File: config.mk
export PLATFORM = sky130hd
export DESIGN_NAME = rbb_ctrl
export DESIGN_NICKNAME = d
export VERILOG_FILES = /design/src/hw/rtl/rbb_pkg.sv /design/src/hw/rtl/rbb_ctrl.sv
export SDC_FILE = /design/constraint.sdc
export NUM_CORES = 1
export LEC_CHECK = 0
export BUFFER_PORTS_ARGS = -buffer_cell sky130_fd_sc_hd__clkbuf_2
export CAP_MARGIN = 20
export CORE_AREA = 2 2 39 41
export CTS_CLUSTER_DIAMETER = 40
export DETAILED_ROUTE_END_ITERATION = 8
export DIE_AREA = 0 0 41 43
export GPL_TIMING_DRIVEN = 1
export PLACE_DENSITY = 0.46
export SLEW_MARGIN = 30
export SYNTH_ARGS = -nofsm -noshare
export SYNTH_HDL_FRONTEND = slang
export SYNTH_SLANG_ARGS = --single-unit
File: constraint.sdc
create_clock -name clk -period 1.26 [get_ports clk]
set_input_delay 0 -clock clk [delete_from_list [all_inputs] [get_ports clk]]
set_output_delay 0 -clock clk [all_outputs]
set_load 0.02 [all_outputs]
File: src/hw/rtl/rbb_pkg.sv
`default_nettype none
// ----------------------------------------------------------------------------
// rbb_pkg
// Types, constants and helpers shared by the RGB 3x3 box blur modules.
// ----------------------------------------------------------------------------
package rbb_pkg;

	localparam int DEF_MAX_WIDTH  = 1024;
	localparam int DEF_MAX_HEIGHT = 4096;

	// configuration port
	localparam int CFG_IDX_W    = 1;
	localparam int CFG_DATA_W   = 13;
	localparam int IMG_WIDTH_W  = 11;
	localparam int IMG_HEIGHT_W = 13;

	localparam logic [CFG_IDX_W-1:0] REG_IMAGE_WIDTH  = 1'b0;
	localparam logic [CFG_IDX_W-1:0] REG_IMAGE_HEIGHT = 1'b1;

	// datapath widths
	localparam int PIX_W       = 24;
	localparam int SUM_W       = 12;
	localparam int RECIP_SHIFT = 16;
	localparam int RECIP_W     = 17;
	localparam int PROD_W      = SUM_W + RECIP_W;

	typedef logic [7:0]       chan_t;
	typedef logic [PIX_W-1:0] pixel_t;

	typedef enum logic [2:0] {
		ST_IDLE,
		ST_LOAD,
		ST_SUM,
		ST_DIV,
		ST_OUT
	} state_t;

	typedef struct packed {
		logic start;
		logic load;
		logic sum;
		logic div;
		logic push;
	} ctrl_cmd_t;

	typedef struct packed {
		logic ignore;
		logic emit;
		logic out_free;
	} dp_status_t;

	// ceil(2^16 / n) for the neighbour counts that can occur; exact for sums below 2^15
	function automatic logic [RECIP_W-1:0] recip(input logic [1:0] rows, input logic [1:0] cols);
		logic [3:0] n;
		n = 4'(rows) * 4'(cols);
		case (n)
			4'd1:    recip = 17'd65536;
			4'd2:    recip = 17'd32768;
			4'd3:    recip = 17'd21846;
			4'd4:    recip = 17'd16384;
			4'd6:    recip = 17'd10923;
			4'd9:    recip = 17'd7282;
			default: recip = 17'd65536;
		endcase
	endfunction

endpackage
`default_nettype wire

File: src/hw/rtl/rbb_ctrl.sv
`default_nettype none
// ----------------------------------------------------------------------------
// rbb_ctrl
// Sequencer for the box blur: accept, window load, sum, divide, hand-over.
// ----------------------------------------------------------------------------
module rbb_ctrl (
	input  wire                     clk,
	input  wire                     arst_n,
	input  wire                     in_valid,
	output logic                    in_ready,
	input  wire rbb_pkg::dp_status_t status,
	output rbb_pkg::ctrl_cmd_t      cmd
);
	import rbb_pkg::*;

	state_t state_q;
	state_t state_d;

	always_ff @(posedge clk or negedge arst_n) begin
		if (!arst_n) begin
			state_q <= ST_IDLE;
		end else begin
			state_q <= state_d;
		end
	end

	always_comb begin
		state_d = state_q;
		case (state_q)
			ST_IDLE: begin
				if (in_valid && !status.ignore) begin
					state_d = ST_LOAD;
				end
			end
			ST_LOAD: begin
				state_d = status.emit ? ST_SUM : ST_IDLE;
			end
			ST_SUM: begin
				state_d = ST_DIV;
			end
			ST_DIV: begin
				state_d = ST_OUT;
			end
			ST_OUT: begin
				if (status.out_free) begin
					state_d = ST_IDLE;
				end
			end
			default: begin
				state_d = ST_IDLE;
			end
		endcase
	end

	always_comb begin
		in_ready = 1'b0;
		cmd      = '0;
		case (state_q)
			ST_IDLE: begin
				in_ready  = 1'b1;
				// a flush word during the frame is taken and dropped here
				cmd.start = in_valid && !status.ignore;
			end
			ST_LOAD: begin
				cmd.load = 1'b1;
			end
			ST_SUM: begin
				cmd.sum = 1'b1;
			end
			ST_DIV: begin
				cmd.div = 1'b1;
			end
			ST_OUT: begin
				cmd.push = status.out_free;
			end
			default: begin
				in_ready = 1'b0;
			end
		endcase
	end

endmodule
`default_nettype wire

# [Word-level counts from Yosys, hierarchy flattened]
# Index checks and enable logic that the tools add are counted.
[word_totals] word_cells=21 reg_bits=3 inputBits=6 out_inout_bits=6
[classes] n_reduce_logical=4 eq_ne=6 n_mux=10
[op_table] operator="case mux 3 bit (5 select lines)" n=1
[op_table] operator="== test 3 x 2 -> 1 bit (second input constant)" n=2
[op_table] operator="two-way mux 1 bit" n=6
[op_table] operator="two-way mux 3 bit" n=2
[op_table] operator="!= test 2 bit (second input constant)" n=2
[op_table] operator="== test 3 x 1 -> 1 bit (second input constant)" n=1
[op_table] operator="== test 3 bit (second input constant)" n=1
[op_table] operator="logical NOT 3 bit" n=1
[op_table] operator="two-way mux 2 bit" n=1
[op_table] operator="AND reduction 2 bit" n=1
[op_table] operator="logical AND 1 bit" n=1
[op_table] operator="logical NOT 1 bit" n=1

# [Longest topological paths before layout]
# Gate-level depths: netlist of the first run.
[depth] word_depth=4 mapped_depth=3 depth_no_buf=2

# [Worst setup path after synthesis of the first run]
# No wires, ideal clock.
[synth_path] path_kind="register to output" start="register state_q[0]" end="output port cmd[4] (netlist name)" path_slack_ps=55 path_stages_with_launch=3 required_ps=1260 arrival_ps=1205 path_buffers=1 cell_sequence="dfrtp_1 > buf_4 > nor4_1"
[synth_lines] element="start, declared" line="rbb_ctrl.sv:16" source="state_t state_q;"
[synth_lines] element="start signal, assigned" line="rbb_ctrl.sv:23" source="state_q <= state_d;"
[synth_lines] element="end, declared" line="rbb_ctrl.sv:12" source="output rbb_pkg::ctrl_cmd_t cmd"

==> results of run 1 <==
[metal layers]
metal	track usage, %	vias up
met3	3.14	0
met5	0	-
li1	-	95
met4	8.00	0
met1	8.14	82
met2	7.19	7
[worst reg2reg max path: cells and delay by family, from the launching register on]
family | cells | cell delay, ns
DFF | 1 | 0.50
and+or+nand+nor | 2 | 0.45
[what timing repair did]
action / 4_1_cts / 5_1_grt
hold buffers: 1 / 0
resized for setup: 0 / 1
endpoints found under the setup margin: 0 / 1
hold endpoints to repair: 3 / 0
[power by group through the flow]
| stage | sequential [µW] | clock (µW) | combinational [µW] |
|---|---|---|---|
| after floorplan | 161 | 0 | 303 |
| after global placement | 229 | 0 | 294 |
| after detailed placement | 229 | 0 | 291 |
| after CTS | 226 | 179 | 295 |
| after global routing | 243 | 180 | 320 |
| final | 233 | 170 | 295 |
[cell type report]
type | count | area, µm²
flip-flops and latches | 3 | 75.1
multi-input cells | 13 | 98.8
repair buffers | 12 | 65.1
clock buffers | 4 | 26.3
inverters | 1 | 3.75
fillers | 155 | 1090
well taps | 16 | 20.0
[Yosys cell counts]
cell / instances
nor4_1: 1
buf_4: 2
inv_1: 1
dfrtp_1: 3
buf_6: 1
nor3b_1: 1
a31o_1: 1
and3b_1: 1
or2_1: 1
nor3b_2: 1
nor4b_1: 1
a211oi_1: 1
nor3_1: 2
nor2b_1: 1
nand2b_1: 1
nand2_1: 1
[cells by family (layout without fill, tap and decap cells)]
| group | Yosys count | in the layout | share of synthesized area (%) |
|---|---|---|---|
| flip-flops | 3 | 3 | 38.0 |
| AND/OR/NAND/NOR | 11 | 11 | 38.6 |
| AO/OA/AOI/OAI | 2 | 2 | 8.23 |
| buffers and inverters | 4 | 17 | 15.2 |
[per-stage QoR]
stage | std cells | hold WS [ns] | util [%] | power [µW] | cell area (µm²)
6_report | 49 | 0.0744 | 20.9 | 697 | 289
5_1_grt | 49 | 0.101 | 20.9 | 743 | 289
4_1_cts | 49 | 0.0480 | 20.4 | 700 | 283
3_5_place_dp | 44 | -0.203 | 17.8 | 520 | 246
3_3_place_gp | 44 | -0.201 | 17.8 | 523 | 246
2_1_floorplan | 20 | -0.296 | - | 464 | 198
[path summary, 6_finish.rpt]
path | start | to | slack, ns | depth (start not counted)
hold / removal | in_valid | state_q[0] | 0.07 | 3
setup / recovery | state_q[1] | cmd[4] | 0.07 | 2
setup reg to reg | state_q[2] | state_q[2] | 0.20 | 2
max in group asynchronous | arst_n | state_q[1] | 1.05 | 2
min in group asynchronous | arst_n | state_q[2] | 0.10 | 2
hold reg to reg | state_q[0] | state_q[0] | 0.62 | 1
[cells in the final DEF (no fill, tap or decap), drive strengths merged, types with 2 or more instances in the layout]
cell     n
nor3     2
clkbuf  15
nor3b    2
dfrtp    3
==> metrics, run 1 <==
die area=~1800 µm²; Total Nets Final=40; Setup-failing EPs final=0; initial antenna violation count=0; RSZ-0062 raised after global routing=false; Slew headroom=between 80% and 90%; Netlist cell types=16; Worst Path Buf+Inv=1; Die Ht=between 40 and 50 µm; Pre-antenna DRT Iters=3; sequential share of the synthesized area=38.0%; Worst-Margin Slew=roughly 0.3 ns; TritonCTS clock tree=done; Cells after Synth=20; post-CTS setup buffers=0; area leader, netlist=dfrtp_1; Clock Pin Slew Worst Setup and Hold Paths=around 0.040 ns; htree depth=1; slowest stage delay, CP=roughly 0.46 ns; Worst Slack Setup Final=about 0.07 ns; DR vias=184; pwr/cell area=~2400 nW/µm²; Top reg by flops=state_q; CP startpoint kind=register; worst path arrival time=~1.2 ns; port bufs=11; CP required=approximately 1.3 ns; Core Area=1380 µm²; crit share post-route=between 90% and 100%; setup TNS=0 ns; final period demand of the worst path=around 1.2 ns; Final Hold Viols=0; WL final=439 µm; synth top area cells=dfrtp_1 (38%), buf_4 (7.6%), nor3b_2 (6.3%); slowest stage cell, crit path=dfrtp_1; Setup CP Type=register to output pin; Synth Net Count=26; gr ovfl total=0; Int Pwr=about 380 µW; sequential share of power=around 33%; max FFs per register=3; Area growth syn-to-layout=46.2%; first-pass GRT wire length=~740 µm; Top delay family on crit path=flip-flops; largest net degree at the start of global routing=10; metal2 WL=185 µm; Fmax=roughly 840 MHz; initial core utilization=14.3%; Net Sw Power=between 300 and 400 µW; DRC=0; Top Ports=12; final HPWL from detailed placement=approximately 300 µm; Detail Route Antenna Nets=0; clock tree buffer depth=2; final number of max-transition violations=0; synthesized flop and latch total=3; RD Place Congestion=around 0.69; Total GRT Usage=roughly 6.7%; Leak Pwr=~0.00014 µW; Logic pwr share=between 40% and 50%; CTS sink cnt=3; WL met3=approximately 43 µm; outcome=completed; share of layout cells above drive strength 1=around 48%; Die X=41 µm; Sw Ratio=45.0%; Worst setup EP type=output pin; max-cap violations=0; VDD IR-drop max=about 0.00062 V; syn avg cell area=just under 10 µm²; latest clock arrival within the worst-skew pair=0.23 ns; class of the worst hold path=input pin to register; WL met1=between 200 and 250 µm; worst-path maximum fanout=8; vias in the first global route=around 190; Yosys warnings=0; WL/cell=8.96 µm; Mapped Area=between 150 and 200 µm²; top routing layer used=met3; diode count=0; CTS root buf=clkbuf_4; clk_skew=between 0.0015 and 0.002 ns; DR iter-0 viols=3; Top Registers=state_q x3; top cell type's share of synthesized area=between 30% and 40%; # rows=14; Via density=about 3.8; CTS Buf Count=3; clock power share=between 20% and 30%; Place WS=~0.22 ns; crit path cell chain=nor4_2, clkbuf_2
No activity file was read; power rests on OpenSTA's default activity.
==> inputs of run 2 (changes only) <==
CTS_CLUSTER_SIZE = 28   (was unset)
HOLD_SLACK_MARGIN = 0.08   (was unset)
==> metrics, run 2 (same netlist as run 1, synthesis figures left out) <==
DR iter-0 viols=3; worst-path maximum fanout=8; Worst setup EP type=output pin; pwr/cell area=about 2300 nW/µm²; Core Area=1380 µm²; Pre-antenna DRT Iters=3; max FFs per register=3; first-pass GRT wire length=approximately 740 µm; Total GRT Usage=under 10%; CTS Buf Count=3; port bufs=11; share of layout cells above drive strength 1=approximately 46%; CP startpoint kind=register; DR vias=around 190; die area=between 1500 and 2000 µm²; Final Cell Area=between 300 and 400 µm²; Place WS=between 0.2 and 0.25 ns; Detail Route Antenna Nets=0; Top reg by flops=state_q; Worst-Margin Slew=between 0.2 and 0.3 ns; largest net degree at the start of global routing=10; Leak Pwr=around 0.00015 µW; diode count=0; Clock Pin Slew Worst Setup and Hold Paths=around 0.040 ns; latest clock arrival within the worst-skew pair=between 0.2 and 0.25 ns; Fmax=roughly 840 MHz; worst path arrival time=around 1.2 ns; htree depth=1; Hold Slack=roughly 0.10 ns; most frequent cells in the layout=clkbuf_2 (11), clkbuf_4 (3), dlygate4sd3_1 (3), dfrtp_1 (3), nor3_1 (2); clock tree buffer depth=2; Top Ports=12; initial antenna violation count=0; setup TNS=0 ns; Final Hold Viols=0; Worst Slack Setup Final=between 0.07 and 0.08 ns; CP required=between 1 and 1.5 ns; Via density=roughly 3.7; initial core utilization=around 14%; post-CTS setup buffers=0; WL/cell=8.96 µm; Die X=just over 40 µm; Slew headroom=80.2%; Area growth syn-to-layout=56.3%; CTS root buf=clkbuf_4; gr ovfl total=0; Setup CP Type=register to output pin; final period demand of the worst path=about 1.2 ns; crit share post-route=a little over nine tenths; CTS sink cnt=3; class of the worst hold path=input pin to async pin; Top Registers=state_q x3; max-cap violations=0; Placed Area=around 250 µm²; commonest non-fill, non-tap cell in the layout=clkbuf_2; outcome=completed; RSZ-0062 raised after global routing=false; VDD IR-drop max=roughly 0.00062 V; final number of max-transition violations=0; RD Place Congestion=between 0.6 and 0.7; Setup-failing EPs final=0; Die Ht=43 µm; # rows=14; DRC=0; final HPWL from detailed placement=roughly 300 µm; WL final=between 400 and 500 µm; TritonCTS clock tree=done; vias in the first global route=around 190; clk_skew=between 0.0015 and 0.002 ns; Total Nets Final=42
-- run 2: changes by cell type in the layout (fill, tap and decap cells not counted), sizes merged --
cell         previous run  this run
dlygate4sd3             1         3
-- run 2: metal layers --
metal  part of all wire (%)  global-route usage [%]
met1                     47                    8.14
met2                     42                    7.19
met3                     10                    3.14
met4                      0                    8.00
met5                      0                       0
-- run 2: layout make-up --
class / instances / area (µm²)
Fill cell: 153 / 1070
Multi-Input combinational cell: 13 / 98.8
Sequential cell: 3 / 75.1
Timing Repair Buffer: 14 / 85.1
Tap cell: 16 / 20.0
Clock buffer: 4 / 26.3
Inverter: 1 / 3.75
-- run 2: metrics by stage --
stage,instances,total power [µW],util [%]
floorplan,20,464,-
CTS,51,704,21.9
global placement,44,523,17.8
finish,51,702,22.3
global route,51,748,22.3
detailed placement,44,520,17.8
-- run 2: path summary, 6_finish.rpt --
kind                       startpoint         end  slack, ns  depth (start not counted)
max                        state_q[1]      cmd[4]       0.07                          2
min                            arst_n  state_q[2]       0.10                          2
max reg2reg                state_q[2]  state_q[2]       0.20                          2
min reg2reg                state_q[0]  state_q[0]       0.62                          1
max in group asynchronous      arst_n  state_q[1]       1.05                          2
min in group clk            status[0]  state_q[2]       0.14                          3
-- run 2: timing repair --
item / 4_1_cts / 5_1_grt
hold buffers: 3 / 0
hold endpoints to repair: 4 / 0
endpoints found under the setup margin: 0 / 1
gates resized for setup: 0 / 1
-- run 2: power by group --
group	internal [µW]	switching, µW
clock network	119	51.2
registers	136	97.2
logic	133	166
total	388	315
-- run 2: critical path: stages, from the launching register on --
cell and delay [ns]:
dfrtp_1 0.46, nor4_2 0.29, clkbuf_2 0.21
==> inputs of run 3 (changes only) <==
CTS_BUF_LIST = sky130_fd_sc_hd__clkbuf_8   (was unset)
GPL_TIMING_DRIVEN = 0   (was 1)
SETUP_SLACK_MARGIN = 0.15   (was unset)
==> metrics, run 3 (same netlist as run 1, synthesis figures left out) <==
max-cap violations=0; WL/cell=about 9.0 µm; Total GRT Usage=under 10%; WL final=between 400 and 500 µm; Slew headroom=a little over four fifths; CTS root buf=clkbuf_8; Setup CP Type=register to output pin; latest clock arrival within the worst-skew pair=approximately 0.22 ns; Worst-Margin Slew=around 0.24 ns; CTS Buf Count=3; setup TNS=0 ns; Via density=roughly 3.9; area of the multi-input gates=slightly below 100 µm²; first-pass GRT wire length=about 740 µm; worst path arrival time=1.15 ns; crit share post-route=91.1%; Logic pwr share=52.3%; gr ovfl total=0; Die X=around 41 µm; CP startpoint kind=register; die area=about 1800 µm²; Detail Route Antenna Nets=0; CTS sink cnt=3; Total Nets Final=45; Fmax=just under 900 MHz; Top Ports=12; FF+latch area=between 70 and 80 µm²; DR iter-0 viols=2; commonest non-fill, non-tap cell in the layout=clkbuf_2; slowest stage cell, crit path=dfrtp_1; max FFs per register=3; outcome=completed; met2 Track Usage GR=a little over 8%; clock power share=28.8%; diode count=0; global routing usage on met1=between 7 and 8%; Final Hold Viols=0; initial core utilization=14.3%; pwr/cell area=2550 nW/µm²; Setup-failing EPs final=0; Worst Slack Setup Final=0.112 ns; number of fill cells=149; vias in the first global route=182; htree depth=1; final period demand of the worst path=1.15 ns; Die Ht=about 43 µm; clock tree buffer depth=2; M3 GR Usage=between 6 and 7%; most frequent cells in the layout=clkbuf_2 (6), buf_4 (5), clkbuf_8 (3); Place WS=~0.24 ns; Worst setup EP type=output pin; DRC=0; share of layout cells above drive strength 1=between 50% and 60%; Core Area=1380 µm²; Int Pwr=roughly 590 µW; RSZ-0062 raised after global routing=true; largest net degree at the start of global routing=9; crit path cell chain=buf_6, nor4_2, buf_4; DR vias=213; Top Registers=state_q x3; Pre-antenna DRT Iters=2; port bufs=11; Clock Pin Slew Worst Setup and Hold Paths=0.03 ns; # rows=14; clk_skew=approximately 0.0027 ns; Leak Pwr=0.000185 µW; initial antenna violation count=0; gr busiest metal=met2; Worst Path Buf+Inv=2; slowest stage delay, CP=~0.36 ns; CP required=1.26 ns; Top delay family on crit path=flip-flops; Hold Slack=0.0935 ns; sequential share of power=about a fifth; TritonCTS clock tree=done; Sw Ratio=a little under two fifths; worst-path maximum fanout=8; Net Sw Power=approximately 350 µW; VDD IR-drop max=between 0.0007 and 0.0008 V; Area growth syn-to-layout=86.7%; RD Place Congestion=0.596; class of the worst hold path=input pin to register; final number of max-transition violations=0; Top reg by flops=state_q
-- run 3: final timing paths --
| check | from | to | slack (ns) | cells after the start |
|---|---|---|---|---|
| max | state_q[0] | cmd[4] | 0.11 | 3 |
| min in group asynchronous | arst_n | state_q[0] | 0.11 | 2 |
| max reg2reg | state_q[0] | state_q[2] | 0.25 | 3 |
| min reg2reg | state_q[1] | state_q[0] | 0.64 | 2 |
| max in group asynchronous | arst_n | state_q[1] | 1.02 | 2 |
| min | in_valid | state_q[0] | 0.09 | 3 |
-- run 3: layout make-up --
| class | count | area share, % |
|---|---|---|
| clock inverter | 1 | 1.02 |
| inverter | 1 | 1.02 |
| timing repair buffer | 14 | 25.8 |
| tap | 16 | 5.42 |
| sequential | 3 | 20.7 |
| buffer | 3 | 8.14 |
| multi-input combinational | 13 | 26.8 |
| clock buffer | 3 | 11.2 |
-- run 3: through the flow --
step	total power, µW	instances	utilization, %	area, µm²
floorplan	475	20	-	204
global placement	588	47	20.2	279
detailed placement	584	47	20.2	279
CTS	934	54	26.4	365
global route	998	54	26.7	369
finish	941	54	26.7	369
-- run 3: metal layers --
layer	vias up	wire length [µm]
met5	-	0
met4	0	14
met3	3	69
met2	11	179
met1	92	221
li1	107	-
-- run 3: power groups by stage --
stage | clock network (µW) | registers [µW] | logic [µW]
final | 271 | 178 | 492
after detailed placement | 0 | 170 | 413
after floorplan | 0 | 163 | 311
after CTS | 279 | 175 | 480
after global routing | 285 | 181 | 533
after global placement | 0 | 172 | 416
-- run 3: repair_timing --
action | 4_1_cts | 5_1_grt
buffers inserted | 2 | 0
pin swaps | 1 | 1
setup endpoints to repair | 4 | 5
resized for setup | 5 | 6
hold endpoints to repair | 3 | 0
hold buffers | 1 | 0
-- run 3: worst reg2reg max path: cells and delay by family, from the launching register on --
kind / cells / cell delay (ns)
buffers and inverters: 1 / 0.13
DFF: 1 / 0.36
and+or+nand+nor: 2 / 0.39
